<file path="src/clt_fifo.sv">
// Small synchronous FIFO with an occupancy count; callers never push when full.
// Depends on nothing but its parameters.
module clt_fifo #(
   parameter int WIDTH = 8,
   parameter int DEPTH = 8
) (
   input  logic                       clock,
   input  logic                       reset,
   input  logic                       push,
   input  logic [WIDTH-1:0]           push_data,
   input  logic                       pop,
   output logic [WIDTH-1:0]           pop_data,
   output logic [$clog2(DEPTH):0]     count
);
   localparam int PW = $clog2(DEPTH);

   logic [WIDTH-1:0] mem [DEPTH];
   logic [PW-1:0]    wr_ptr_ff, wr_ptr_in, rd_ptr_ff, rd_ptr_in;
   logic [PW:0]      count_ff, count_in;

   always_comb begin
      wr_ptr_in = push ? wr_ptr_ff + 1'b1 : wr_ptr_ff;
      rd_ptr_in = pop ? rd_ptr_ff + 1'b1 : rd_ptr_ff;
      count_in  = count_ff + (PW+1)'(push) - (PW+1)'(pop);
   end

   always_ff @(posedge clock) begin
      if (reset) begin
         wr_ptr_ff <= '0;
         rd_ptr_ff <= '0;
         count_ff  <= '0;
      end else begin
         wr_ptr_ff <= wr_ptr_in;
         rd_ptr_ff <= rd_ptr_in;
         count_ff  <= count_in;
      end
   end

   always_ff @(posedge clock) begin
      if (push) begin
         mem[wr_ptr_ff] <= push_data;
      end
   end

   assign pop_data = mem[rd_ptr_ff];
   assign count    = count_ff;
endmodule

</file>
<file path="config.mk">
export PLATFORM = sky130hd
export DESIGN_NAME = clt_fifo
export DESIGN_NICKNAME = d
export VERILOG_FILES = /design/src/clt_fifo.sv
export SDC_FILE = /design/constraint.sdc
export NUM_CORES = 1
export LEC_CHECK = 0
export BUFFER_PORTS_ARGS = -buffer_cell sky130_fd_sc_hd__clkbuf_2
export CORE_MARGIN = 8
export CORE_UTILIZATION = 35
export CTS_CLUSTER_SIZE = 30
export DETAILED_ROUTE_END_ITERATION = 16
export SLEW_MARGIN = 20
export SYNTH_ARGS = -nofsm -noshare
export SYNTH_HDL_FRONTEND = slang
export SYNTH_SLANG_ARGS = --single-unit
</file>
<file path="constraint.sdc">
create_clock -name clock -period 2.46 [get_ports clock]
set_clock_uncertainty 0.2 [all_clocks]
set_input_delay 0.738 -clock clock [delete_from_list [all_inputs] [get_ports clock]]
set_output_delay 0.738 -clock clock [all_outputs]
set_load 0.005 [all_outputs]
</file>
After elaboration in Yosys (flattened, before gate mapping)

Memory sizes are Yosys's and may differ from the RTL's. A register that Yosys moved wholly into a read port is not among the register bits.
Cells that the tools add are included.

Register bits: 10
Bits in writable memories: 64
Bits of input ports: 12
Logic and storage cells: 12
Memories: 1

$add $sub $neg: 4
Mux-type cells: 4

Memory list:

| name | words | bits a word | read ports | clocked after Yosys merged registers in | write ports | RTL line | source |
|---|---|---|---|---|---|---|---|
| mem  | 8     | 8           | 1          | 1                                       | 1           | 17       | `logic [WIDTH-1:0] mem [DEPTH];` |

Operator list:

| kind                                         | number |
|---|---|
| adder 3 x 1 -> 3 bit (second input constant) | 2 |
| 2-to-1 mux 3 bit                             | 2 |
| adder 4 x 1 -> 4 bit                         | 1 |
| subtractor 4 x 1 -> 4 bit                    | 1 |
| 2-to-1 mux 1 bit                             | 2 |

Depth between registers and ports, before layout

Gate-level depths: netlist (run 1).

Depth after elaboration: 3
Mapped depth: 8
Depth with buffers taken out: 8

Worst setup path after synthesis (run 1)

No wires, ideal clock.

Path type: reg2out
From: register with a tool-made name
To: output pop_data[1]
Arrival time: 1.361 ns
Required time: 1.522 ns
Setup slack: 0.161 ns
Cell stages (with the launch flop): 5
Buffers on the path: 2
Path through: dfxtp_1 -> buf_6 -> buf_12 -> mux4_1 -> mux2_2

RTL lines:

| item          | RTL line | source |
|---|---|---|
| end, declared | 12       | `output logic [WIDTH-1:0] pop_data,` |

==> results of run 1 <==
==> cell usage in the layout (no fill, tap or decap), drive strengths merged <==
cell	count
a21o	1
a21oi	2
buf	12
bufinv	3
clkbuf	32
clkinv	2
dfxtp	13
edfxtp	64
fa	1
ha	6
inv	8
mux2	8
mux2i	2
mux4	16
nand2	4
nand2b	3
nand3	2
nor2	15
nor2b	1
nor3	2
xnor2	3
xor2	3
==> synth_stat cells, drive strengths merged <==
cell type | count | area, sq um
fa | 1 | 20.0
mux4 | 16 | 417
nand2b | 3 | 18.8
nor2b | 1 | 6.26
buf | 4 | 40.0
nor2 | 15 | 56.3
edfxtp | 64 | 1920
xor2 | 3 | 26.3
nand2 | 4 | 15.0
inv | 6 | 22.5
nor3 | 2 | 10.0
nand3 | 2 | 10.0
dfxtp | 13 | 260
mux2 | 8 | 90.1
a21o | 1 | 7.51
clkbuf | 2 | 7.51
xnor2 | 3 | 26.3
ha | 6 | 75.1
a21oi | 2 | 10.0
mux2i | 2 | 20.0
==> routing by layer <==
layer / vias up / GRT usage, % / wire (um)
li1: 690 / - / -
met1: 777 / 13.7 / 2530
met2: 41 / 14.1 / 2570
met3: 8 / 3.11 / 275
met4: 0 / 5.21 / 108
met5: - / 0 / 0
==> per-stage QoR <==
stage	total power, mW	setup WS, ns	instance area (sq um)
2_1_floorplan	1.76	0.161	3060
3_3_place_gp	1.87	0.0313	3370
3_5_place_dp	1.88	0.00598	3370
4_1_cts	3.06	-0.315	3620
5_1_grt	3.17	-0.351	3620
6_report	3.01	-0.265	3620
==> cells by family (layout without fill, tap and decap cells) <==
logic type / after synthesis / count (layout)
buffers and inverters: 12 / 57
DFF: 77 / 77
and+or+nand+nor: 27 / 27
muxes: 26 / 26
adders and majority gates: 7 / 7
xor gates and xnor gates: 6 / 6
AOI/OAI and AO/OA: 3 / 3
==> worst min path at each step <==
stage,startpoint,endpoint,slack [ns],cells after the start
after floorplan,rd_ptr_ff[2],register,0.28,2
after global placement,rd_ptr_ff[2],rd_ptr_ff[2],0.31,2
after detailed placement,wr_ptr_ff[2],wr_ptr_ff[2],0.32,2
after CTS,wr_ptr_ff[2],wr_ptr_ff[2],0.34,2
after global routing,rd_ptr_ff[1],register,0.37,2
final,rd_ptr_ff[2],rd_ptr_ff[2],0.33,2
==> sequential cells by signal, summed over array words and instances (netlist names), named ones only <==
signal / flops
mem: 64
wr_ptr_ff: 3
rd_ptr_ff: 3
count: 4
==> report_power, final <==
part | leakage (nW) | switching, mW | total (mW) | internal (mW)
Sequential | 0.689 | 0.0368 | 1.51 | 1.47
Combinational | 0.463 | 0.168 | 0.369 | 0.201
Clock | 0.124 | 0.457 | 1.14 | 0.681
Total | 1.28 | 0.661 | 3.01 | 2.35
==> critical path: cells and delay by family, from the launching register on <==
| kind | cells | cell delay [ns] |
|---|---|---|
| buf+inv | 2 | 0.26 |
| flops | 1 | 0.40 |
| mux | 2 | 0.79 |
==> cell type report <==
class	instances	area share, %
Clock inverter	7	3.36
Clock buffer	9	3.42
Inverter	6	0.623
Tap cell	108	3.74
Multi-Input combinational cell	69	21.5
Timing Repair Buffer	35	6.92
Sequential cell	77	60.4
==> what timing repair did <==
item,CTS,global route
gates cloned,1,0
resized for setup,25,0
endpoints found under the setup margin,8,8
==> flow_summary_export.csv, run 1 <==
group,metric,value,unit
place,dp_cells,294,
detailed_routing,avgRoutedWirePerCell,17.6,um
timing,worst_pin_slew,0.254,ns
critical_path,required,1.52,ns
critical_path,regToRegSetupSlack,0.71,ns
layout,final.fill_count,805,
critical_path,reg2reg_depth,8,
place,dp_hpwl,3.34,mm
timing,post-route-period-util,111,%
pwr,power_density,833,nW/um^2
detailed_routing,vias,1516,
detailed_routing,first_iter_violations,116,
critical_path,end_kind,"primary output",
clocking,clk_latency,0.33,ns
critical_path,r2r_end,"count[2]",
grt,overflow,0,
place,io_buffers,23,
grt,grt_max_degree,17,
timing,drv_slew,0,
synthesis,synthAdderAreaFrac,3.11,%
timing,slew_headroom,83.0,%
critical_path,r2r_start,"count[0]",
critical_path,slowest_stage,"mux4_2",
clocking,cts_tree,"built",
place,place_congestion,0.634,
layout,postLayoutCoreUtil,42.1,%
clocking,postCtsHoldBufs,0,
pwr,ir_drop,0.344,mV
grt,antenna_found_initial,0,
clocking,post_cts_buffers,0,
clocking,clock_path_buffers,2,
grt,globalRouteTotalUtil,10.0,%
critical_path,cp_max_fo,8,
synthesis,synth-compound-area-share,0.572,%
timing,final_hold_viol_count,0,
layout,multi_input_area,778,sq um
synthesis,synth_seq_cells,77,
synthesis,synth-simple-area-share,3.80,%
detailed_routing,routed_via_density,4.87,
detailed_routing,drt_wl_total,5.48,mm
layout,n_antenna_cell,0,
hold_path,hp-class,"register to register",
critical_path,endpoint,"pop_data[3]",
die,die_w,110,um
die,rows,34,
status,outcome,"complete, but fails checks",
detailed_routing,ant_nets,0,
timing,timing.final.ws_setup,-0.265,ns
clocking,htree_levels,3,
die,dieArea,12000,sq um
pwr,total_leakage_power,1.28,nW
run,drv_cap,0,
clocking,clk_pin_slew,0.08,ns
synthesis,synth_nets,177,
timing,finalCriticalPeriod,2.72,ns
critical_path,worstPathCellList,"buf_16, mux4_2, mux2_2, clkbuf_2",
layout,drive_gt1_share,37.4,%
critical_path,path_class,"register to primary output",
die,num_io_pins,24,
synthesis,synthCells,158,
grt,grt_pass1_wl,8.73,mm
grt,grt_pass1_vias,1593,
synthesis,synth.avg_cell_area,19.4,sq um
clocking,clock_sinks,77,
synthesis,synth_area,3060,sq um
synthesis,netlist-cell-type-count,24,
timing,hold_ws,0.334,ns
critical_path,start_kind,"register",
layout,ff_latch_area,2190,sq um
synthesis,muxShareOfSynthArea,17.2,%
synthesis,synth_xor_xnor_area_share,1.72,%
detailed_routing,drt_pre_antenna_iters,4,
detailed_routing,drc,0,
layout,layout.nets,217,
timing,max_clock_freq,367,MHz
critical_path,slowest_delay,0.52,ns
clocking,cts-root-buf,"clkbuf_8",
critical_path,critPathArrivalTime,1.79,ns
timing,setup_viol,8,
synthesis,ys_seq_area_share,71.3,%
synthesis,yosysWarnings,0,
timing,fin_setup_tns,-1.98,ns
status,violations,"negative setup slack",
layout,fin_cells,311,
die,dieHeight,110,um
synthesis,synth_top_family_by_area,"multiplexers",
die,core,8590,sq um
layout,syn2layout_area_growth,18.2,%
die,initial_core_util,35.6,%
clocking,cts_inserted_buffers,9,
timing,rsz0062_at_grt,"yes",
(Power assumes the default switching activity.)
==> run 2, diff against run 1 <==
--- a/config.mk
+++ b/config.mk
@@ -5,7 +5,7 @@
 export SDC_FILE = /design/constraint.sdc
 export NUM_CORES = 1
 export LEC_CHECK = 0
-export BUFFER_PORTS_ARGS = -buffer_cell sky130_fd_sc_hd__clkbuf_2
+export BUFFER_PORTS_ARGS = -buffer_cell sky130_fd_sc_hd__buf_2
 export CORE_MARGIN = 8
 export CORE_UTILIZATION = 35
 export CTS_CLUSTER_SIZE = 30
==> flow_summary_export.csv, run 2 (synthesized netlist as in run 1, its figures left out) <==
group,metric,value,unit
status,outcome,"complete, but fails checks",
status,violations,"negative setup slack",
timing,finalCriticalPeriod,2.72,ns
layout,top_register,"mem",
die,die_w,110,um
layout,layout_common_cells,"edfxtp_1, mux4_2, nor2_1, buf_2",
clocking,postCtsHoldBufs,0,
layout,layout.nets,217,
place,dpl_worst_slack,0.0206,ns
timing,setup_viol,8,
layout,final_common_cell,"edfxtp_1",
critical_path,slowest_delay,0.49,ns
timing,post-route-period-util,111,%
timing,final_hold_viol_count,0,
pwr,power,2.94,mW
clocking,clock_path_buffers,2,
detailed_routing,first_iter_violations,54,
grt,grt_max_degree,17,
critical_path,end_kind,"primary output",
pwr,ir_drop,0.350,mV
timing,fin_setup_tns,-2.02,ns
pwr,total_leakage_power,1.29,nW
detailed_routing,vias,1473,
detailed_routing,avgRoutedWirePerCell,17.2,um
die,dieHeight,110,um
critical_path,critPathArrivalTime,1.78,ns
grt,grt_pass1_wl,8.37,mm
timing,drv_slew,0,
die,rows,34,
layout,n_antenna_cell,0,
layout,final.fill_count,782,
clocking,cts_tree,"built",
clocking,clk_latency,0.33,ns
die,dieArea,12000,sq um
critical_path,cp_max_fo,8,
detailed_routing,drt_pre_antenna_iters,4,
critical_path,start_kind,"register",
grt,overflow,0,
critical_path,path_class,"register to primary output",
timing,max_clock_freq,368,MHz
detailed_routing,drt_wl_total,5.34,mm
layout,fin_cells,311,
clocking,cts-root-buf,"clkbuf_8",
critical_path,reg2reg_depth,8,
clocking,htree_levels,3,
clocking,clock_sinks,77,
hold_path,hp-class,"register to register",
critical_path,worstPathCellList,"buf_12, mux4_2, mux2_4, buf_6",
place,place_congestion,0.640,
critical_path,r2r_end,"count[2]",
layout,drive_gt1_share,36.9,%
layout,postLayoutCellArea,3660,sq um
place,io_buffers,23,
layout,multi_input_area,782,sq um
run,drv_cap,0,
place,dp_cells,294,
critical_path,r2r_start,"count[0]",
critical_path,slowest_stage,"mux4_2",
grt,grt_pass1_vias,1557,
grt,globalRouteTotalUtil,9.74,%
detailed_routing,routed_via_density,4.74,
timing,timing.final.ws_setup,-0.260,ns
critical_path,regToRegSetupSlack,0.67,ns
timing,rsz0062_at_grt,"yes",
timing,worst_pin_slew,0.261,ns
die,core,8590,sq um
pwr,power_density,805,nW/um^2
detailed_routing,ant_nets,0,
layout,syn2layout_area_growth,19.5,%
clocking,clk_pin_slew,0.07,ns
die,initial_core_util,35.6,%
die,num_io_pins,24,
hold_path,min_from,"rd_ptr_ff[1]",
clocking,cts_inserted_buffers,9,
detailed_routing,drc,0,
grt,antenna_found_initial,0,
layout,largest_reg_flops,64,
critical_path,required,1.52,ns
place,dpl_cell_area,3370,sq um
timing,slew_headroom,82.6,%
clocking,post_cts_buffers,0,
place,dp_hpwl,3.17,mm
hold_path,holdPathStages,2,
layout,ff_latch_area,2190,sq um
-- run 2: layout make-up --
| cell class | count | share of cell area, % |
|---|---|---|
| repair buffers | 35 | 8.21 |
| inverters | 6 | 0.616 |
| clock buffers | 14 | 5.30 |
| multi-input cells | 69 | 21.4 |
| flip-flops and latches | 77 | 59.8 |
| clock inverters | 2 | 0.992 |
| well taps | 108 | 3.70 |
-- run 2: critical path: cells and delay by family, from the launching register on --
family                 cells  cell delay, ns
muxes                      2            0.78
DFF                        1            0.40
buffers and inverters      2            0.27
-- run 2: what timing repair did --
action                     4_1_cts  5_1_grt
gates cloned                     1        0
setup endpoints to repair        8        8
gates resized for setup         34        0
pin swaps                        0        0
-- run 2: how the worst max path moves through the flow --
| stage | start | endpoint | cells past startpoint |
|---|---|---|---|
| floorplan | register | pop_data[1] | 4 |
| global placement | register | pop_data[1] | 4 |
| detailed placement | register | pop_data[1] | 4 |
| CTS | register | pop_data[2] | 4 |
| global route | register | pop_data[0] | 4 |
| finish | register | pop_data[2] | 4 |
-- run 2: metrics by stage --
step | util, % | hold WS (ns)
6_report | 42.5 | 0.336
5_1_grt | 42.5 | 0.390
4_1_cts | 42.5 | 0.335
3_5_place_dp | 39.2 | 0.322
3_3_place_gp | 39.2 | 0.311
2_1_floorplan | - | 0.285
-- run 2: where the power goes --
| part | total [mW] | internal (mW) | leakage (nW) | switching (mW) |
|---|---|---|---|---|
| Sequential | 1.51 | 1.47 | 0.689 | 0.0361 |
| Clock | 1.03 | 0.615 | 0.118 | 0.419 |
| Combinational | 0.400 | 0.227 | 0.481 | 0.173 |
| Total | 2.94 | 2.31 | 1.29 | 0.628 |
-- run 2: routing by layer --
layer	track usage [%]	up-vias	part of all wire, %	wire length, um
li1	-	686	-	-
met1	12.7	745	48	2560
met2	14.1	32	46	2440
met3	2.34	10	4.0	211
met4	6.65	0	2.4	126
met5	0	-	0	0
==> run 3, diff against run 2 <==
--- a/config.mk
+++ b/config.mk
@@ -6,10 +6,11 @@
 export NUM_CORES = 1
 export LEC_CHECK = 0
 export BUFFER_PORTS_ARGS = -buffer_cell sky130_fd_sc_hd__buf_2
-export CORE_MARGIN = 8
+export CORE_MARGIN = 3
 export CORE_UTILIZATION = 35
 export CTS_CLUSTER_SIZE = 30
 export DETAILED_ROUTE_END_ITERATION = 16
+export GPL_ROUTABILITY_DRIVEN = 0
 export SLEW_MARGIN = 20
 export SYNTH_ARGS = -nofsm -noshare
 export SYNTH_HDL_FRONTEND = slang
==> flow_summary_export.csv, run 3 (synthesized netlist as in run 1, its figures left out) <==
group,metric,value,unit
layout,syn2layout_area_growth,19.3,%
layout,layout.nets,220,
place,dp_hpwl,3.55,mm
status,violations,"negative setup slack",
layout,drive_gt1_share,38.3,%
clocking,clk_latency,0.34,ns
grt,antenna_found_initial,0,
critical_path,slowest_delay,0.50,ns
die,num_io_pins,24,
layout,ff_latch_area,2190,sq um
die,dieHeight,99.5,um
timing,slew_headroom,81.9,%
place,dpl_worst_slack,0.0107,ns
critical_path,path_class,"register to primary output",
timing,max_clock_freq,366,MHz
layout,layout_common_cells,"edfxtp_1, mux4_2, nor2_1, buf_2",
layout,final.fill_count,752,
critical_path,crit_family,"multiplexers",
layout,top_register,"mem",
critical_path,critPathArrivalTime,1.80,ns
layout,largest_reg_flops,64,
timing,worst_pin_slew,0.269,ns
timing,rsz0062_at_grt,"yes",
critical_path,end_kind,"primary output",
layout,postLayoutCellArea,3650,sq um
detailed_routing,ant_nets,0,
clocking,clk_pin_slew,0.08,ns
hold_path,hp-class,"register to register",
grt,grt_pass1_wl,9.27,mm
place,io_buffers,23,
pwr,power_density,787,nW/um^2
grt,grt_max_degree,17,
critical_path,slowest_stage,"mux4_2",
pwr,ir_drop,0.381,mV
layout,postLayoutCoreUtil,43.8,%
critical_path,start_kind,"register",
layout,final_common_cell,"edfxtp_1",
timing,drv_slew,0,
die,die_w,99.5,um
die,rows,33,
clocking,clock_sinks,77,
grt,globalRouteTotalUtil,13.1,%
detailed_routing,vias,1509,
clocking,htree_levels,3,
detailed_routing,drt_wl_total,5.72,mm
status,outcome,"complete, but fails checks",
critical_path,path_buf_inv,2,
timing,timing.final.ws_setup,-0.275,ns
clocking,clock_path_buffers,2,
place,dpl_cell_area,3390,sq um
die,dieArea,9900,sq um
clocking,cts_inserted_buffers,9,
layout,fin_cells,311,
pwr,total_leakage_power,1.29,nW
detailed_routing,first_iter_violations,94,
detailed_routing,drc,0,
detailed_routing,drt_pre_antenna_iters,4,
critical_path,cp_max_fo,8,
grt,grt_pass1_vias,1630,
clocking,postCtsHoldBufs,0,
die,core,8340,sq um
clocking,cts_tree,"built",
critical_path,required,1.52,ns
layout,multi_input_area,782,sq um
grt,overflow,0,
place,dp_cells,294,
die,initial_core_util,36.7,%
detailed_routing,avgRoutedWirePerCell,18.4,um
layout,n_antenna_cell,0,
clocking,cts-root-buf,"clkbuf_8",
pwr,power,2.87,mW
timing,finalCriticalPeriod,2.74,ns
timing,final_hold_viol_count,0,
detailed_routing,routed_via_density,4.85,
timing,setup_viol,8,
run,drv_cap,0,
timing,post-route-period-util,111,%
critical_path,worstPathCellList,"buf_12, mux4_2, mux2_4, buf_6",
## run 3: changes by cell type in the layout (fill, tap and decap cells not counted), sizes merged
cell	change
clkbuf	-5
buf	+3
clkinv	+3
clkinvlp	+1
inv	+1
## run 3: power breakdown
group          internal, mW  total [mW]  switching [mW]
combinational         0.230       0.403           0.173
clock                 0.480       0.962           0.482
sequential             1.47        1.51          0.0377
total                  2.18        2.87           0.692
## run 3: worst paths after layout
path | start | depth (start not counted) | to | slack [ns]
worst max-delay path | register | 4 | pop_data[7] | -0.28
worst min-delay path | rd_ptr_ff[1] | 2 | register | 0.33
worst max register to register | count[0] | 8 | count[2] | 0.69
worst min register to register | rd_ptr_ff[1] | 2 | register | 0.33
## run 3: timing repair
item / in CTS / in global routing
buffers inserted: 0 / 0
gates resized for setup: 32 / 2
cloned: 1 / 0
endpoints found under the setup margin: 8 / 8
## run 3: layout make-up
type / instances / share of cell area (%)
sequential: 77 / 59.9
tap: 105 / 3.60
multi-input combinational: 69 / 21.4
clock buffer: 9 / 3.39
inverter: 6 / 0.617
timing repair buffer: 38 / 8.84
clock inverter: 7 / 2.23
## run 3: tightest hold or removal path, stage by stage (launching register included)
cell	delay (ns)
dfxtp_1	0.32
mux2i_1	0.12
nor2_1	0.06
## run 3: layer usage
layer / track usage (%) / part of all wire, % / wire length (um)
met1: 16.7 / 45 / 2590
met2: 20.5 / 50 / 2860
met3: 5.47 / 3.8 / 219
met4: 3.78 / 0.91 / 52
met5: 0 / 0 / 0
## run 3: through the flow
stage               hold slack [ns]  TNS, ns
CTS                           0.340    -2.51
detailed placement            0.324        0
global placement              0.308        0
global route                  0.371    -2.74
finish                        0.329    -2.12
floorplan                     0.285        0
