$ cat config.mk
export PLATFORM = sky130hd
export DESIGN_NAME = clt_front
export DESIGN_NICKNAME = d
export VERILOG_FILES = /design/src/clt_pkg.sv /design/src/clt_front.sv
export SDC_FILE = /design/constraint.sdc
export NUM_CORES = 1
export LEC_CHECK = 0
export ABC_AREA = 0
export ABC_CLOCK_PERIOD_IN_PS = 14400
export BUFFER_PORTS_ARGS = -buffer_cell sky130_fd_sc_hd__buf_2
export CAP_MARGIN = 30
export CORE_AREA = 2 2 209 211
export CTS_BUF_LIST = sky130_fd_sc_hd__clkbuf_8
export DETAILED_ROUTE_END_ITERATION = 7
export DIE_AREA = 0 0 211 213
export GPL_TIMING_DRIVEN = 0
export PLACE_DENSITY = 0.56
export SLEW_MARGIN = 20
export SYNTH_ARGS = -nofsm -noshare
export SYNTH_HDL_FRONTEND = slang
export SYNTH_SLANG_ARGS = --single-unit
$ cat constraint.sdc
create_clock -name clock -period 14.4 [get_ports clock]
set_clock_uncertainty 0.05 [all_clocks]
set_input_delay 0.72 -clock clock [delete_from_list [all_inputs] [get_ports clock]]
set_output_delay 0.72 -clock clock [all_outputs]
set_load 0.01 [all_outputs]
$ cat src/clt_pkg.sv
// Shared constants, item kinds and the input clamp for the trilinear colour LUT.
// No dependencies; every other file but clt_fifo imports this package.
package clt_pkg;

   localparam int IDX_W       = 15;
   localparam int BYTE_W      = 8;
   localparam int ENTRY_W     = 24;
   localparam int IN_W        = 18;
   localparam int CLAMP_W     = 17;
   localparam int FRAC_W      = 16;
   localparam int CHAN_W      = 24;
   localparam int RSP_W       = 3 * CHAN_W + 1;
   localparam int QUEUE_DEPTH = 8;
   localparam int CNT_W       = 4;
   localparam int RECIP_SHIFT = 22;
   localparam int RECIP_W     = 22;
   localparam int PROD_W      = IDX_W + RECIP_W;

   // queue entry layout between front and back, lowest bit first
   localparam int Q_KIND  = 0;
   localparam int Q_FR    = 2;
   localparam int Q_FG    = Q_FR + FRAC_W;
   localparam int Q_FB    = Q_FG + FRAC_W;
   localparam int Q_PAR   = Q_FB + FRAC_W;
   localparam int Q_WDATA = Q_PAR + 3;
   localparam int Q_WBANK = Q_WDATA + ENTRY_W;
   localparam int Q_ADDR  = Q_WBANK + 3;

   localparam logic CMD_WRITE  = 1'b0;
   localparam logic CMD_LOOKUP = 1'b1;

   localparam logic [CLAMP_W-1:0] ONE_FIX = 17'h10000;

   typedef enum logic [1:0] {
      KIND_WRITE  = 2'd0,
      KIND_LOOKUP = 2'd1,
      KIND_FAIL   = 2'd2,
      KIND_SKIP   = 2'd3
   } kind_type;

   // clamp a signed 2.16 channel to [0, 1.0]
   function automatic logic [CLAMP_W-1:0] clamp_unit(input logic [IN_W-1:0] raw);
      logic [CLAMP_W-1:0] v;
      v = raw[CLAMP_W-1:0];
      if (raw[IN_W-1]) begin
         return '0;
      end else if (v > ONE_FIX) begin
         return ONE_FIX;
      end
      return v;
   endfunction

endpackage

$ cat src/clt_front.sv
// Front end: classifies transactions, splits write indices into bank and address,
// clamps and scales lookup channels, and forms the eight bank addresses. Uses clt_pkg.
module clt_front #(
   parameter int GRID_SIZE = 32
) (
   input  logic                               clock,
   input  logic                               reset,
   input  logic                               in_valid,
   output logic                               in_ready,
   input  logic                               in_cmd,
   input  logic [clt_pkg::IDX_W-1:0]          in_index,
   input  logic [clt_pkg::ENTRY_W-1:0]        in_entry,
   input  logic [clt_pkg::IN_W-1:0]           in_chan [3],
   input  logic                               lut_ready,
   input  logic [clt_pkg::CNT_W-1:0]          q_count,
   output logic                               q_push,
   output logic [clt_pkg::Q_ADDR+8*((((GRID_SIZE+1)/2)**3 > 1) ?
                 $clog2(((GRID_SIZE+1)/2)**3) : 1)-1:0] q_data
);
   import clt_pkg::*;

   localparam int CW          = $clog2(GRID_SIZE);
   localparam int HB          = (GRID_SIZE + 1) / 2;
   localparam int BANK_DEPTH  = HB * HB * HB;
   localparam int AW          = (BANK_DEPTH > 1) ? $clog2(BANK_DEPTH) : 1;
   localparam int QW          = Q_ADDR + 8 * AW;
   localparam int SW          = CLAMP_W + CW;
   localparam int TABLE_DEPTH = GRID_SIZE * GRID_SIZE * GRID_SIZE;
   localparam logic [RECIP_W-1:0] RECIP =
      RECIP_W'(((1 << RECIP_SHIFT) + GRID_SIZE - 1) / GRID_SIZE);
   localparam logic [CW-1:0] TOP = CW'(GRID_SIZE - 1);

   function automatic logic [AW-1:0] bank_addr(input logic [CW-1:0] cr,
                                                input logic [CW-1:0] cg,
                                                input logic [CW-1:0] cb);
      logic [19:0] t;
      t = (20'(cb >> 1) * 20'(HB) + 20'(cg >> 1)) * 20'(HB) + 20'(cr >> 1);
      return t[AW-1:0];
   endfunction

   // stage A
   logic                a_valid_ff;
   kind_type            a_kind_ff, a_kind_in;
   logic [ENTRY_W-1:0]  a_wdata_ff;
   logic [IDX_W-1:0]    a_idx_ff, a_q1_ff, a_q1_in;
   logic [SW-1:0]       a_s_ff [3];
   logic [SW-1:0]       a_s_in [3];
   logic [PROD_W-1:0]   prod1;

   // stage B
   logic                b_valid_ff;
   kind_type            b_kind_ff;
   logic [ENTRY_W-1:0]  b_wdata_ff;
   logic [CW-1:0]       b_r_ff, b_r_in;
   logic [IDX_W-1:0]    b_q1_ff, b_q2_ff, b_q2_in, r_full;
   logic [PROD_W-1:0]   prod2;
   logic [CW-1:0]       b_lo_ff [3];
   logic [CW-1:0]       b_hi_ff [3];
   logic [FRAC_W-1:0]   b_f_ff [3];
   logic [CW-1:0]       b_lo_in [3];
   logic [CW-1:0]       b_hi_in [3];
   logic [FRAC_W-1:0]   b_f_in [3];
   logic [SW-CLAMP_W+1-1:0] cell_no [3];

   // stage C
   logic                c_valid_ff;
   logic [QW-1:0]       c_data_ff, c_data_in;
   logic [IDX_W-1:0]    g_full;
   logic [CW-1:0]       wg, wb, cr, cg, cb;

   logic                accept;

   assign in_ready = ({1'b0, q_count} + (CNT_W+1)'(a_valid_ff) + (CNT_W+1)'(b_valid_ff)
                      + (CNT_W+1)'(c_valid_ff)) < (CNT_W+1)'(QUEUE_DEPTH);
   assign accept   = in_valid && in_ready;

   always_comb begin
      prod1   = PROD_W'(in_index) * PROD_W'(RECIP);
      a_q1_in = prod1[PROD_W-1:RECIP_SHIFT];
      if (in_cmd == CMD_WRITE) begin
         a_kind_in = (32'(in_index) < TABLE_DEPTH) ? KIND_WRITE : KIND_SKIP;
      end else begin
         a_kind_in = lut_ready ? KIND_LOOKUP : KIND_FAIL;
      end
      for (int c = 0; c < 3; c++) begin
         a_s_in[c] = SW'(clamp_unit(in_chan[c])) * SW'(GRID_SIZE - 1);
      end
   end

   always_comb begin
      r_full  = a_idx_ff - IDX_W'(a_q1_ff * IDX_W'(GRID_SIZE));
      b_r_in  = r_full[CW-1:0];
      prod2   = PROD_W'(a_q1_ff) * PROD_W'(RECIP);
      b_q2_in = prod2[PROD_W-1:RECIP_SHIFT];
      for (int c = 0; c < 3; c++) begin
         cell_no[c] = a_s_ff[c][SW-1:FRAC_W];
         if (cell_no[c] >= (SW-FRAC_W)'(GRID_SIZE - 1)) begin
            b_lo_in[c] = TOP;
            b_hi_in[c] = TOP;
            b_f_in[c]  = '0;
         end else begin
            b_lo_in[c] = cell_no[c][CW-1:0];
            b_hi_in[c] = cell_no[c][CW-1:0] + 1'b1;
            b_f_in[c]  = a_s_ff[c][FRAC_W-1:0];
         end
      end
   end

   always_comb begin
      g_full    = b_q1_ff - IDX_W'(b_q2_ff * IDX_W'(GRID_SIZE));
      wg        = g_full[CW-1:0];
      wb        = b_q2_ff[CW-1:0];
      c_data_in = '0;
      c_data_in[Q_KIND +: 2]       = b_kind_ff;
      c_data_in[Q_FR +: FRAC_W]    = b_f_ff[0];
      c_data_in[Q_FG +: FRAC_W]    = b_f_ff[1];
      c_data_in[Q_FB +: FRAC_W]    = b_f_ff[2];
      c_data_in[Q_PAR +: 3]        = {b_lo_ff[2][0], b_lo_ff[1][0], b_lo_ff[0][0]};
      c_data_in[Q_WDATA +: ENTRY_W] = b_wdata_ff;
      c_data_in[Q_WBANK +: 3]      = {wb[0], wg[0], b_r_ff[0]};
      cr = '0;
      cg = '0;
      cb = '0;
      if (b_kind_ff == KIND_WRITE) begin
         c_data_in[Q_ADDR +: AW] = bank_addr(b_r_ff, wg, wb);
      end else begin
         // each bank holds one parity class, so it supplies the corner of that parity
         for (int p = 0; p < 8; p++) begin
            cr = (p[0] == b_lo_ff[0][0]) ? b_lo_ff[0] : b_hi_ff[0];
            cg = (p[1] == b_lo_ff[1][0]) ? b_lo_ff[1] : b_hi_ff[1];
            cb = (p[2] == b_lo_ff[2][0]) ? b_lo_ff[2] : b_hi_ff[2];
            c_data_in[Q_ADDR + p*AW +: AW] = bank_addr(cr, cg, cb);
         end
      end
   end

   always_ff @(posedge clock) begin
      if (reset) begin
         a_valid_ff <= 1'b0;
         b_valid_ff <= 1'b0;
         c_valid_ff <= 1'b0;
      end else begin
         a_valid_ff <= accept;
         b_valid_ff <= a_valid_ff;
         c_valid_ff <= b_valid_ff;
      end
   end

   always_ff @(posedge clock) begin
      a_kind_ff  <= a_kind_in;
      a_wdata_ff <= in_entry;
      a_idx_ff   <= in_index;
      a_q1_ff    <= a_q1_in;
      a_s_ff     <= a_s_in;
      b_kind_ff  <= a_kind_ff;
      b_wdata_ff <= a_wdata_ff;
      b_r_ff     <= b_r_in;
      b_q1_ff    <= a_q1_ff;
      b_q2_ff    <= b_q2_in;
      b_lo_ff    <= b_lo_in;
      b_hi_ff    <= b_hi_in;
      b_f_ff     <= b_f_in;
      c_data_ff  <= c_data_in;
   end

   assign q_push = c_valid_ff;
   assign q_data = c_data_ff;
endmodule

* Word-level counts from Yosys, hierarchy flattened
Cells that the tools add are included.
** Storage, ports and cells
- Logic and storage cells :: 83
- Input bits :: 102
- Output and inout port bits :: 178
- Register bits after elaboration :: 405
** Cells by class
- $mul :: 3
- Multiplexer cells :: 23
- Reductions and logical operators :: 2
- Add/sub/neg operators :: 22
- Magnitude comparators :: 7
** Operator list (count)
- two-way mux 17 bit :: 9
- adder 12 x 4 -> 12 bit :: 9
- multiplier 17 x 5 -> 22 bit, second input constant :: 3
- > comparator 17 bit, second input constant :: 3
- adder 8 x 4 -> 8 bit :: 5
- two-way mux 5 bit :: 6
- greater-or-equal comparator 6 x 5 -> 1 bit, second input constant :: 3
- adder 5 x 1 -> 5 bit, second input constant :: 3
- two-way mux 12 bit :: 1
- adder 5 x 1 -> 5 bit :: 2
- subtractor 5 x 1 -> 5 bit, second input constant :: 2
- two-way mux 1 bit :: 6
- adder 4 x 1 -> 5 bit :: 1
- < comparator 5 x 4 -> 1 bit, second input constant :: 1
- logical NOT 2 bit :: 1
- two-way mux 2 bit :: 1
- logical AND 1 bit :: 1

* Longest topological paths before layout
Gate-level depths: netlist (run 1).
- Depth in word-level cells :: 5
- Mapped depth :: 22
- Depth with buffers taken out :: 19

* Least setup slack after synthesis (run 1)
No wires, ideal clock.
- Kind :: in2reg
- Start point :: input in_chan[39] in the netlist's numbering
- End point :: register a_s_ff[65] in the netlist's numbering
- Stages on the path :: 20
- Arrival time :: 5.389 ns
- Setup time :: 0.072 ns
- Buffers on the path :: 2
- Setup slack :: 8.889 ns
- Data required time :: 14.278 ns
- Path through :: nor4_1 -> nand4_1 -> a21oi_1 -> clkbuf_1 -> clkbuf_1 -> nand2_1 -> fa_1 -> inv_1 -> fa_1 -> inv_1 -> fa_1 -> inv_1 -> ha_1 -> and4_1 -> a32oi_1 -> o21ai_1 -> a221oi_2 -> o21ai_1 -> a221oi_2 -> xnor2_1
** RTL lines
- start: declaration :: line clt_front.sv:13 : input logic [clt_pkg::IN_W-1:0] in_chan [3],
- end signal: assignment :: line clt_front.sv:154 : a_s_ff <= a_s_in;
- end: declaration :: line clt_front.sv:46 : logic [SW-1:0] a_s_ff [3];

==> results of run 1 <==
-- kinds of logic after synthesis --
logic type | after synthesis | share of synthesized area
AO/OA/AOI/OAI | 170 | 0.0750
XOR/XNOR | 70 | 0.0392
adder cells (fa/ha/maj) | 215 | 0.230
buffers and inverters | 344 | 0.0970
flip-flops | 342 | 0.438
multiplexers | 25 | 0.0160
AND/OR/NAND/NOR | 321 | 0.105
-- synthesized netlist by cell type, drive strengths merged (2+ instances only) --
cell,number
nor2,68
a221oi,3
dfxtp,342
nor4,12
a211oi,4
o21bai,4
a311oi,2
o41ai,3
inv,256
o21ai,25
nand3b,3
buf,61
nand2,73
a21o,28
nand2b,20
a21oi,61
nand4,13
nor3,8
nor2b,11
mux2i,25
clkbuf,27
and3,9
and2,66
a31o,6
ha,94
o21a,7
fa,121
a31oi,9
a41oi,4
or2,13
xnor2,38
xor2,32
and4,2
nand3,17
o211ai,5
-- metal layers --
metal,GRT usage,wire (um),vias up
li1,-,-,5308
met1,0.193,15300,4810
met2,0.235,14600,298
met3,0.0324,1980,47
met4,0.0534,692,0
met5,0,0,-
-- power by group through the flow --
| stage | Clock [mW] | Combinational, mW | Sequential (mW) |
|---|---|---|---|
| final | 0.843 | 0.753 | 1.24 |
| after detailed placement | 0 | 0.760 | 1.26 |
| after CTS | 0.880 | 0.765 | 1.25 |
| after floorplan | 0 | 0.470 | 1.28 |
| after global placement | 0 | 0.756 | 1.26 |
| after global routing | 0.925 | 0.849 | 1.27 |
-- worst max-delay path, cell delays in order --
cell and delay, ns:
buf_2 0.11, nor4_1 0.41, nand4_1 0.14, a21oi_1 0.21
clkbuf_1 0.33, clkbuf_1 0.38, nand2_1 0.31, fa_1 0.60
inv_1 0.05, fa_1 0.49, inv_1 0.05, fa_1 0.49
inv_1 0.04, ha_1 0.37, and4_1 0.25, a32oi_1 0.18
o21ai_1 0.12, a221oi_2 0.38, o21ai_1 0.19, a221oi_2 0.28
xnor2_1 0.15
-- per-stage QoR --
stage	setup WS (ns)	power, mW	utilization
5_1_grt	8.25	3.04	0.443
4_1_cts	8.59	2.89	0.443
6_report	8.62	2.84	0.443
2_1_floorplan	8.89	1.75	-
3_5_place_dp	7.94	2.02	0.415
3_3_place_gp	7.99	2.02	0.415
-- state kept, by name, indices dropped and copies added, names as in the netlist --
register    cells
a_valid_ff      1
a_kind_ff       2
b_kind_ff       2
b_r_ff          5
b_hi_ff        12
a_idx_ff        5
b_valid_ff      1
b_q2_ff         5
q_data        116
b_lo_ff        15
a_q1_ff        10
a_s_ff         66
q_push          1
b_q1_ff         5
a_wdata_ff     24
b_wdata_ff     24
b_f_ff         48
-- worst min-delay path by stage --
stage                    from             to
2_1_floorplan    a_kind_ff[0]   b_kind_ff[0]
3_3_place_gp   b_wdata_ff[17]     q_data[70]
3_5_place_dp      a_idx_ff[4]      b_r_ff[4]
4_1_cts          in_index[13]     a_q1_ff[8]
5_1_grt           in_entry[2]  a_wdata_ff[2]
6_report          in_entry[2]  a_wdata_ff[2]
-- area by class of cell --
type	count	area (um2)	area share
sequential	342	6850	0.362
multi-input combinational	801	7280	0.385
antenna	1	2.50	0.000132
timing repair buffer	279	1400	0.0739
buffer	88	557	0.0294
clock inverter	25	130	0.00688
clock buffer	76	1050	0.0553
inverter	256	961	0.0508
tap	546	683	0.0361
==> reports/qor.csv, run 1 <==
metric,value,unit
r2r_cells,5,
ys_types,59,
stdcell_count,2414,
min_period_over_period,0.401,
crit_path_start,in_chan[47],
synth.cell_area,15600,um2
place.port_buffers,279,
drv_cap,0,
wl,32600,um
placed_cells,2312,
grt_max_degree,15,
drt_iter0_markers,364,
ys.flop_type,dfxtp_1,
avgSynthCellArea,10.5,um2
initial_core_util,0.367,
required,14.87,ns
ctsResizeCount,0,
seqPwrFrac,0.438,
p_comb_frac,0.265,
antenna_found_initial,2,
area_growth,20.8,%
dp_hpwl,26100,um
tritoncts,built,
p_switching,0.859,mW
power_leakage,10.1,nW
die_area,44900,um2
arrival,6.25,ns
yosysTopAreaCell,dfxtp_1,
finalSetupTns,0,ns
place_area,17700,um2
maxSlewViolCount,0,
path_clk_slew,0.06,ns
grt_overflow,0,
grt_pass1_vias,10358,
worstHoldPathType,input port to flop,
rsz0062_at_grt,no,
nNetsFinal,2140,
critPathCaptureType,flop,
numCtsBuffers,55,
core_area,42700,um2
synth_nets,1804,
insertion_delay,0.61,ns
fin_area,18900,um2
pwr-share-clk,0.297,
num_vias,10463,
synth_edf_count,0,
synth.top_cell.area_share,0.438,
ys.warnings.count,0,
cts_hold_buf,0,
internal_power,1.98,mW
status,finished clean,
r2r-end,q_data[84],
peakVddDrop,0.0773,mV
die_h,213,um
swShare,0.303,
power_per_cell_area,150,nW/um2
rows,76,
first_pass_iters,5,
hold_viol_final,0,
crit_fanout,10,
min_path_cells,1,
wl_per_cell,13.5,um
ios,280,
gp_congestion,0.836,
cts.sinks,342,
path_class,input port to flop,
drive_above_1_share,0.250,
layout_common_cells,"dfxtp_1 (342), buf_2 (280), inv_1 (260)",
synth_cells,1487,
worst_pin_slew,0.913,ns
cts_setup_buffers,0,
synth_seq_area_share,0.438,
rrSetupSlack,12.42,ns
dieWidth,211,um
timing.rr.start,b_kind_ff[1],
timing.fmax,173,MHz
route.detailed.drc,0,
grt_use_total,0.146,
fin_hold_ws,0.157,ns
startpoint_type,input port,
synth_top_cells_by_area,"dfxtp_1 (44%), fa_1 (15%), ha_1 (7.5%)",
grt_pass1_wl,51900,um
root_buffer,clkbuf_8,
postRouteAntennaNets,0,
endpoint,a_s_ff[65],
clk_path_buf_depth,3,
fill_cells,4090,
maxSlewHeadroom,0.391,
fin_crit,5.78,ns
htreeDepth,2,
routed_via_density,4.33,
final_common_cell,dfxtp_1,
synthArstFlopShare,0,
yosys_register_bits,342,
finalSetupViolCount,0,
Note: power is estimated with default switching activity, not from simulation.
==> inputs of run 2 (changes only) <==
==> config.mk (replaced) <==
export PLATFORM = sky130hd
export DESIGN_NAME = clt_front
export DESIGN_NICKNAME = d
export VERILOG_FILES = /design/src/clt_pkg.sv /design/src/clt_front.sv
export SDC_FILE = /design/constraint.sdc
export NUM_CORES = 1
export LEC_CHECK = 0
export ABC_AREA = 1
export ABC_CLOCK_PERIOD_IN_PS = 4900
export BUFFER_PORTS_ARGS = -buffer_cell sky130_fd_sc_hd__buf_2
export CAP_MARGIN = 30
export CORE_AREA = 2 2 215 217
export CTS_BUF_LIST = sky130_fd_sc_hd__clkbuf_8
export DETAILED_ROUTE_END_ITERATION = 7
export DIE_AREA = 0 0 217 219
export GPL_TIMING_DRIVEN = 0
export PLACE_DENSITY = 0.58
export SLEW_MARGIN = 20
export SYNTH_ARGS = -nofsm -noshare
export SYNTH_HDL_FRONTEND = slang
export SYNTH_SLANG_ARGS = --single-unit
==> constraint.sdc (replaced) <==
create_clock -name clock -period 4.9 [get_ports clock]
set_clock_uncertainty 0.05 [all_clocks]
set_input_delay 0.245 -clock clock [delete_from_list [all_inputs] [get_ports clock]]
set_output_delay 0.245 -clock clock [all_outputs]
set_load 0.01 [all_outputs]
==> run 2 against run 1 <==
Sequential share of layout area is 3.0 points lower. Largest cell class unchanged. Critical path type unchanged. Non-clock buffer count is 43 higher. Routed wire length is 10% higher. Final area is 8.9% higher.
==> reports/qor.csv, run 2 <==
metric,value,unit,change
avgSynthCellArea,8.68,um2,was 10.5 um2
power_leakage,11.4,nW,was 10.1 nW
area_growth,24.1,%,was 20.8%
synth_seq_area_share,0.413,,was 0.438
grt_max_degree,15,,unchanged
worst_hold_path.endpoint,a_s_ff[44],,was a_wdata_ff[2]
synth.top_cells.by_count,"inv_1 (447), dfxtp_1 (342), nand2_1 (301)",,"was dfxtp_1 (342), inv_1 (249), fa_1 (121)"
root_buffer,clkbuf_8,,unchanged
ys_types,38,,was 59
ys.flop_type,dfxtp_1,,unchanged
rrSetupSlack,2.61,ns,was 12.42 ns
crit_path_start,in_chan[36],,was in_chan[47]
dp_hpwl,30000,um,was 26100 um
tritoncts,built,,unchanged
r2r-end,a_valid_ff,,was q_data[84]
r2r_cells,7,,was 5
peakVddDrop,0.267,mV,was 0.0773 mV
final_common_cell,inv_1,,was dfxtp_1
htreeDepth,2,,unchanged
num_vias,12405,,was 10463
crit_slowest_cell,dlygate4sd3_1,,was fa_1
seqCellArea,6850,um2,unchanged
postRouteAntennaNets,0,,unchanged
path_buf_inv,8,,was 6
worst_slack,0.272,ns,was 8.62 ns
core_area,45100,um2,was 42700 um2
crit_family,adder cells,,unchanged
min_path_cells,4,,was 1
drt_iter0_markers,423,,was 364
clk_path_buf_depth,3,,unchanged
synth_nets,2228,,was 1804
antenna_found_initial,1,,was 2
timing.rr.start,q_push,,was b_kind_ff[1]
route.detailed.drc,0,,unchanged
drive_above_1_share,0.224,,was 0.250
initial_core_util,0.368,,was 0.367
wl,35900,um,was 32600 um
synth_cells,1911,,was 1487
gp_congestion,0.850,,was 0.836
min_period_over_period,0.945,,
maxSlewHeadroom,0.570,,was 0.391
pre_cts_slack,-0.158,ns,was 7.94 ns
numCtsBuffers,52,,was 55
routed_via_density,4.21,,was 4.33
ys.warnings.count,0,,unchanged
grt_overflow,0,,unchanged
maxSlewViolCount,0,,unchanged
drv_cap,0,,unchanged
synth.cell_area,16600,um2,was 15600 um2
synth.top_cell.area_share,0.413,,was 0.438
synthArstFlopShare,0,,unchanged
first_pass_iters,5,,unchanged
die_h,219,um,was 213 um
worst_pin_slew,0.646,ns,was 0.913 ns
rows,78,,was 76
wl_per_cell,12.2,um,was 13.5 um
yosysTopAreaCell,dfxtp_1,,unchanged
multi_input_comb_area,7650,um2,was 7280 um2
arrival,5.03,ns,was 6.25 ns
stdcell_count,2944,,was 2414
hold_viol_final,0,,unchanged
startpoint_type,input port,,unchanged
crit_fanout,10,,unchanged
cts_setup_buffers,0,,unchanged
fill_cells,4439,,was 4090
dieWidth,217,um,was 211 um
die_area,47500,um2,was 44900 um2
finalSetupViolCount,0,,unchanged
ios,280,,unchanged
largest_reg_flops,116,,unchanged
power_per_cell_area,408,nW/um2,was 150 nW/um2
grt_pass1_vias,12378,,was 10358
fin_crit,4.63,ns,
placed_cells,2790,,was 2312
critPathMostFrequentCell,nand2_1,,
place.port_buffers,279,,unchanged
cts.sinks,342,,unchanged
yosys_register_bits,342,,unchanged
grt_use_total,0.152,,was 0.146
synth.most_common_cell,inv_1,,was dfxtp_1
fin_util,0.457,,was 0.443
worstHoldPathType,input port to flop,,unchanged
critPathCaptureType,flop,,unchanged
insertion_delay,0.57,ns,was 0.61 ns
synth_top_cells_by_area,"dfxtp_1 (41%), fa_1 (15%), inv_1 (10%)",,"was dfxtp_1 (44%), fa_1 (15%), ha_1 (7.5%)"
layout_common_cells,"inv_1 (453), dfxtp_1 (342), nand2_1 (300)",,"was dfxtp_1 (342), buf_2 (280), inv_1 (260)"
crit_cells,26,,was 21
timing.fmax,216,MHz,
path_clk_slew,0.07,ns,was 0.06 ns
synth_edf_count,0,,unchanged
nNetsFinal,2617,,was 2140
min_from,in_chan[52],,was in_entry[2]
cpPeakStageDelay,0.53,ns,was 0.60 ns
grt_pass1_wl,59400,um,was 51900 um
path_class,input port to flop,,unchanged
status,finished clean,,unchanged
required,5.30,ns,was 14.87 ns
-- run 2: changes by cell type after synthesis, sizes merged, moves of 13 or more --
cell	change
nand2	+243
inv	+199
nor2	+126
and2	-66
nand3	+39
o21ai	+32
xnor2	-27
mux2i	-25
clkbuf	-21
nand2b	-20
nand4	+19
a21o	-13
-- run 2: cell families after synthesis --
logic type | Yosys count | synth area share
AND/OR/NAND/NOR | 633 | 0.161
buffers and inverters | 530 | 0.135
flip-flops | 342 | 0.413
adder cells (fa/ha/maj) | 215 | 0.217
AO/OA/AOI/OAI | 150 | 0.0526
XOR/XNOR | 41 | 0.0216
-- run 2: tightest hold or removal path, cell delays in order --
cell and delay, ns:
buf_2 0.13, nand2_1 0.07, nand2_2 0.17, nor2_1 0.09
-- run 2: metrics by stage --
stage | area [um2] | hold WS [ns] | total power, mW | setup TNS [ns]
2_1_floorplan | 16600 | 0.223 | 5.17 | 0
3_3_place_gp | 18700 | 0.260 | 5.99 | -0.117
3_5_place_dp | 18700 | 0.262 | 6.01 | -0.289
4_1_cts | 20400 | 0.0659 | 8.52 | 0
5_1_grt | 20600 | 0.113 | 9.01 | -0.0201
6_report | 20600 | 0.149 | 8.40 | 0
-- run 2: cell type report --
type	instances	share of cell area
flip-flops and latches	342	0.333
inverters	455	0.0829
repair buffers	335	0.0950
well taps	600	0.0365
plain buffers	75	0.0258
multi-input cells	1039	0.371
clock inverters	29	0.0103
diodes	1	0.000122
clock buffers	68	0.0455
-- run 2: how the worst max path moves through the flow --
stage | endpoint | slack (ns)
2_1_floorplan | a_s_ff[60] | 0.74
4_1_cts | a_s_ff[64] | 0.05
3_5_place_dp | a_s_ff[21] | -0.16
3_3_place_gp | a_s_ff[21] | -0.12
5_1_grt | a_s_ff[64] | -0.02
6_report | a_s_ff[62] | 0.27
-- run 2: what timing repair did --
action                                  4_1_cts  5_1_grt
gates resized for setup                       0       46
endpoints found under the setup margin        0       22
hold buffers                                 56        0
endpoints found under the hold margin        50        0
-- run 2: routing by layer --
| metal | up-vias | global-route usage | part of all wire |
|---|---|---|---|
| met5 | - | 0 | 0 |
| met4 | 0 | 0.0400 | 0.017 |
| met3 | 47 | 0.0226 | 0.045 |
| met1 | 5639 | 0.195 | 0.46 |
| li1 | 6451 | - | - |
| met2 | 268 | 0.268 | 0.48 |
-- run 2: report_power, final --
group	switching (mW)	internal [mW]	leakage (nW)	total, mW
sequential	0.244	3.42	2.87	3.66
clock	1.06	1.37	0.633	2.43
combinational	1.33	0.980	7.94	2.31
==> inputs of run 3 (changes only) <==
--- a/config.mk
+++ b/config.mk
@@ -5,14 +5,14 @@
 export SDC_FILE = /design/constraint.sdc
 export NUM_CORES = 1
 export LEC_CHECK = 0
-export ABC_AREA = 1
 export ABC_CLOCK_PERIOD_IN_PS = 4900
 export BUFFER_PORTS_ARGS = -buffer_cell sky130_fd_sc_hd__buf_2
 export CAP_MARGIN = 30
-export CORE_AREA = 2 2 215 217
+export CORE_AREA = 2 2 209 211
 export CTS_BUF_LIST = sky130_fd_sc_hd__clkbuf_8
+export CTS_CLUSTER_DIAMETER = 30
 export DETAILED_ROUTE_END_ITERATION = 7
-export DIE_AREA = 0 0 217 219
+export DIE_AREA = 0 0 211 213
 export GPL_TIMING_DRIVEN = 0
 export PLACE_DENSITY = 0.58
 export SLEW_MARGIN = 20
==> run 3 against run 2 <==
Via count decreased by 12%. Register-to-register slack improved by 0.08 ns. Sequential power about the same. Count of clock-buffer cells in the layout up 16. Highest routed layer unchanged.
==> reports/qor.csv, run 3 (same netlist as run 1, synthesis figures left out) <==
metric,value,unit,change
status,finished clean,,unchanged
die_h,213,um,was 219 um
dp_hpwl,25800,um,was 30000 um
grt_use_total,0.152,,about the same
antenna_found_initial,2,,was 1
grt_pass1_wl,53800,um,was 59400 um
place.port_buffers,279,,unchanged
top_usage_layer,met2,,unchanged
area_growth,29.4,%,was 24.1%
finalSetupViolCount,0,,unchanged
use_met3,0.0460,,was 0.0226
postRouteAntennaNets,0,,unchanged
grt_overflow,0,,unchanged
path_clk_slew,0.05,ns,was 0.07 ns
drive_above_1_share,0.272,,was 0.224
power_leakage,10.7,nW,was 11.4 nW
route.detailed.drc,0,,unchanged
drt_iter0_markers,480,,was 423
worstHoldPathType,input port to flop,,unchanged
required,5.40,ns,was 5.30 ns
hold_viol_final,0,,unchanged
pre_cts_slack,-0.807,ns,was -0.158 ns
layout_common_cells,"dfxtp_1 (342), buf_2 (280), inv_1 (255)",,"was inv_1 (453), dfxtp_1 (342), nand2_1 (300)"
largest_reg_flops,116,,unchanged
critPathCaptureType,flop,,unchanged
worst_slack,0.181,ns,was 0.272 ns
maxSlewHeadroom,0.493,,was 0.570
cts.sinks,342,,unchanged
num_vias,10967,,was 12405
timing.fmax,212,MHz,was 216 MHz
fin_crit,4.72,ns,was 4.63 ns
die_area,44900,um2,was 47500 um2
final_common_cell,dfxtp_1,,was inv_1
path_class,input port to flop,,unchanged
maxSlewViolCount,0,,unchanged
tritoncts,built,,unchanged
drv_cap,0,,unchanged
routed_via_density,4.36,,was 4.21
numCtsBuffers,78,,was 52
initial_core_util,0.367,,was 0.368
peakVddDrop,0.288,mV,was 0.267 mV
core_area,42700,um2,was 45100 um2
startpoint_type,input port,,unchanged
clk_path_buf_depth,3,,unchanged
min_period_over_period,0.963,,was 0.945
arrival,5.22,ns,was 5.03 ns
power_per_cell_area,472,nW/um2,was 408 nW/um2
first_pass_iters,5,,unchanged
insertion_delay,0.63,ns,was 0.57 ns
htreeDepth,3,,was 2
worst_pin_slew,0.760,ns,was 0.646 ns
root_buffer,clkbuf_8,,unchanged
wl_per_cell,13.2,um,was 12.2 um
wl,33200,um,was 35900 um
grtUsageMet2,0.249,,was 0.268
rrSetupSlack,2.69,ns,was 2.61 ns
finalSetupTns,0,ns,unchanged
nNetsFinal,2222,,was 2617
dieWidth,211,um,was 217 um
ios,280,,unchanged
crit_fanout,10,,unchanged
grt_util_met1,0.184,,was 0.195
grt_max_degree,13,,was 15
rows,76,,was 78
gp_congestion,0.830,,was 0.850
grt_pass1_vias,11037,,was 12378
[run 3: cell types whose count changed in the layout (fill, tap and decap cells not counted), sizes merged, moves of 13 or more]
cell    previous run  this run
inv              468       268
nand3             56        17
mux2i              0        25
nand2            316        73
and2               0        66
nand4             32        13
xnor2             11        38
nand2b             0        20
clkbuf            74       111
nor2             194        68
o21ai             57        25
a21o              15        28
[run 3: cell type report]
class | count | area [um2]
tap | 546 | 683
inverter | 256 | 961
clock inverter | 56 | 671
buffer | 88 | 569
clock buffer | 84 | 1160
timing repair buffer | 338 | 1980
fill | 3985 | 22400
sequential | 342 | 6850
multi-input combinational | 801 | 7370
antenna | 2 | 5.00
[run 3: power breakdown]
| group | switching (mW) | internal (mW) |
|---|---|---|
| Sequential | 0.240 | 3.42 |
| Combinational | 1.21 | 1.05 |
| Clock | 1.41 | 2.23 |
[run 3: routing by layer]
metal / part of all wire / up-vias
li1: - / 5486
met1: 0.44 / 5108
met2: 0.47 / 308
met3: 0.065 / 65
met4: 0.029 / 0
met5: 0 / -
[run 3: worst max-delay path, cell delays in order]
cell and delay (ns):
buf_2 0.11, nor4_2 0.33, nand4_1 0.16, a21oi_2 0.18
clkbuf_4 0.21, clkbuf_4 0.23, nand2_2 0.16, fa_1 0.55
inv_1 0.05, fa_1 0.49, inv_1 0.05, fa_1 0.49
inv_1 0.04, ha_1 0.37, and4_1 0.26, a32oi_1 0.21
o21ai_1 0.13, a221oi_2 0.38, o21ai_2 0.15, a221oi_2 0.26
xnor2_1 0.15
[run 3: metrics by stage]
stage / cell area (um2) / power (mW) / util / hold WS, ns / std cells
floorplan: 15700 / 5.15 / - / 0.223 / 1487
global placement: 17700 / 5.92 / 0.415 / 0.260 / 2312
detailed placement: 17700 / 5.95 / 0.415 / 0.262 / 2312
CTS: 20200 / 9.72 / 0.472 / 0.0274 / 2510
global route: 20200 / 10.2 / 0.474 / 0.0571 / 2511
finish: 20200 / 9.56 / 0.474 / 0.0842 / 2513
[run 3: worst paths after layout]
check | end | cells past startpoint | startpoint
max | a_s_ff[65] | 21 | in_chan[47]
min | a_s_ff[44] | 4 | in_chan[53]
max reg2reg | a_valid_ff | 6 | q_push
min reg2reg | q_data[32] | 0 | b_f_ff[30]
[run 3: timing repair]
item / CTS / global route
endpoints found under the hold margin: 50 / 0
hold buffers: 58 / 0
resized for setup: 4 / 25
setup buffers: 0 / 1
pin swaps: 0 / 3
cloned: 0 / 0
endpoints found under the setup margin: 2 / 16
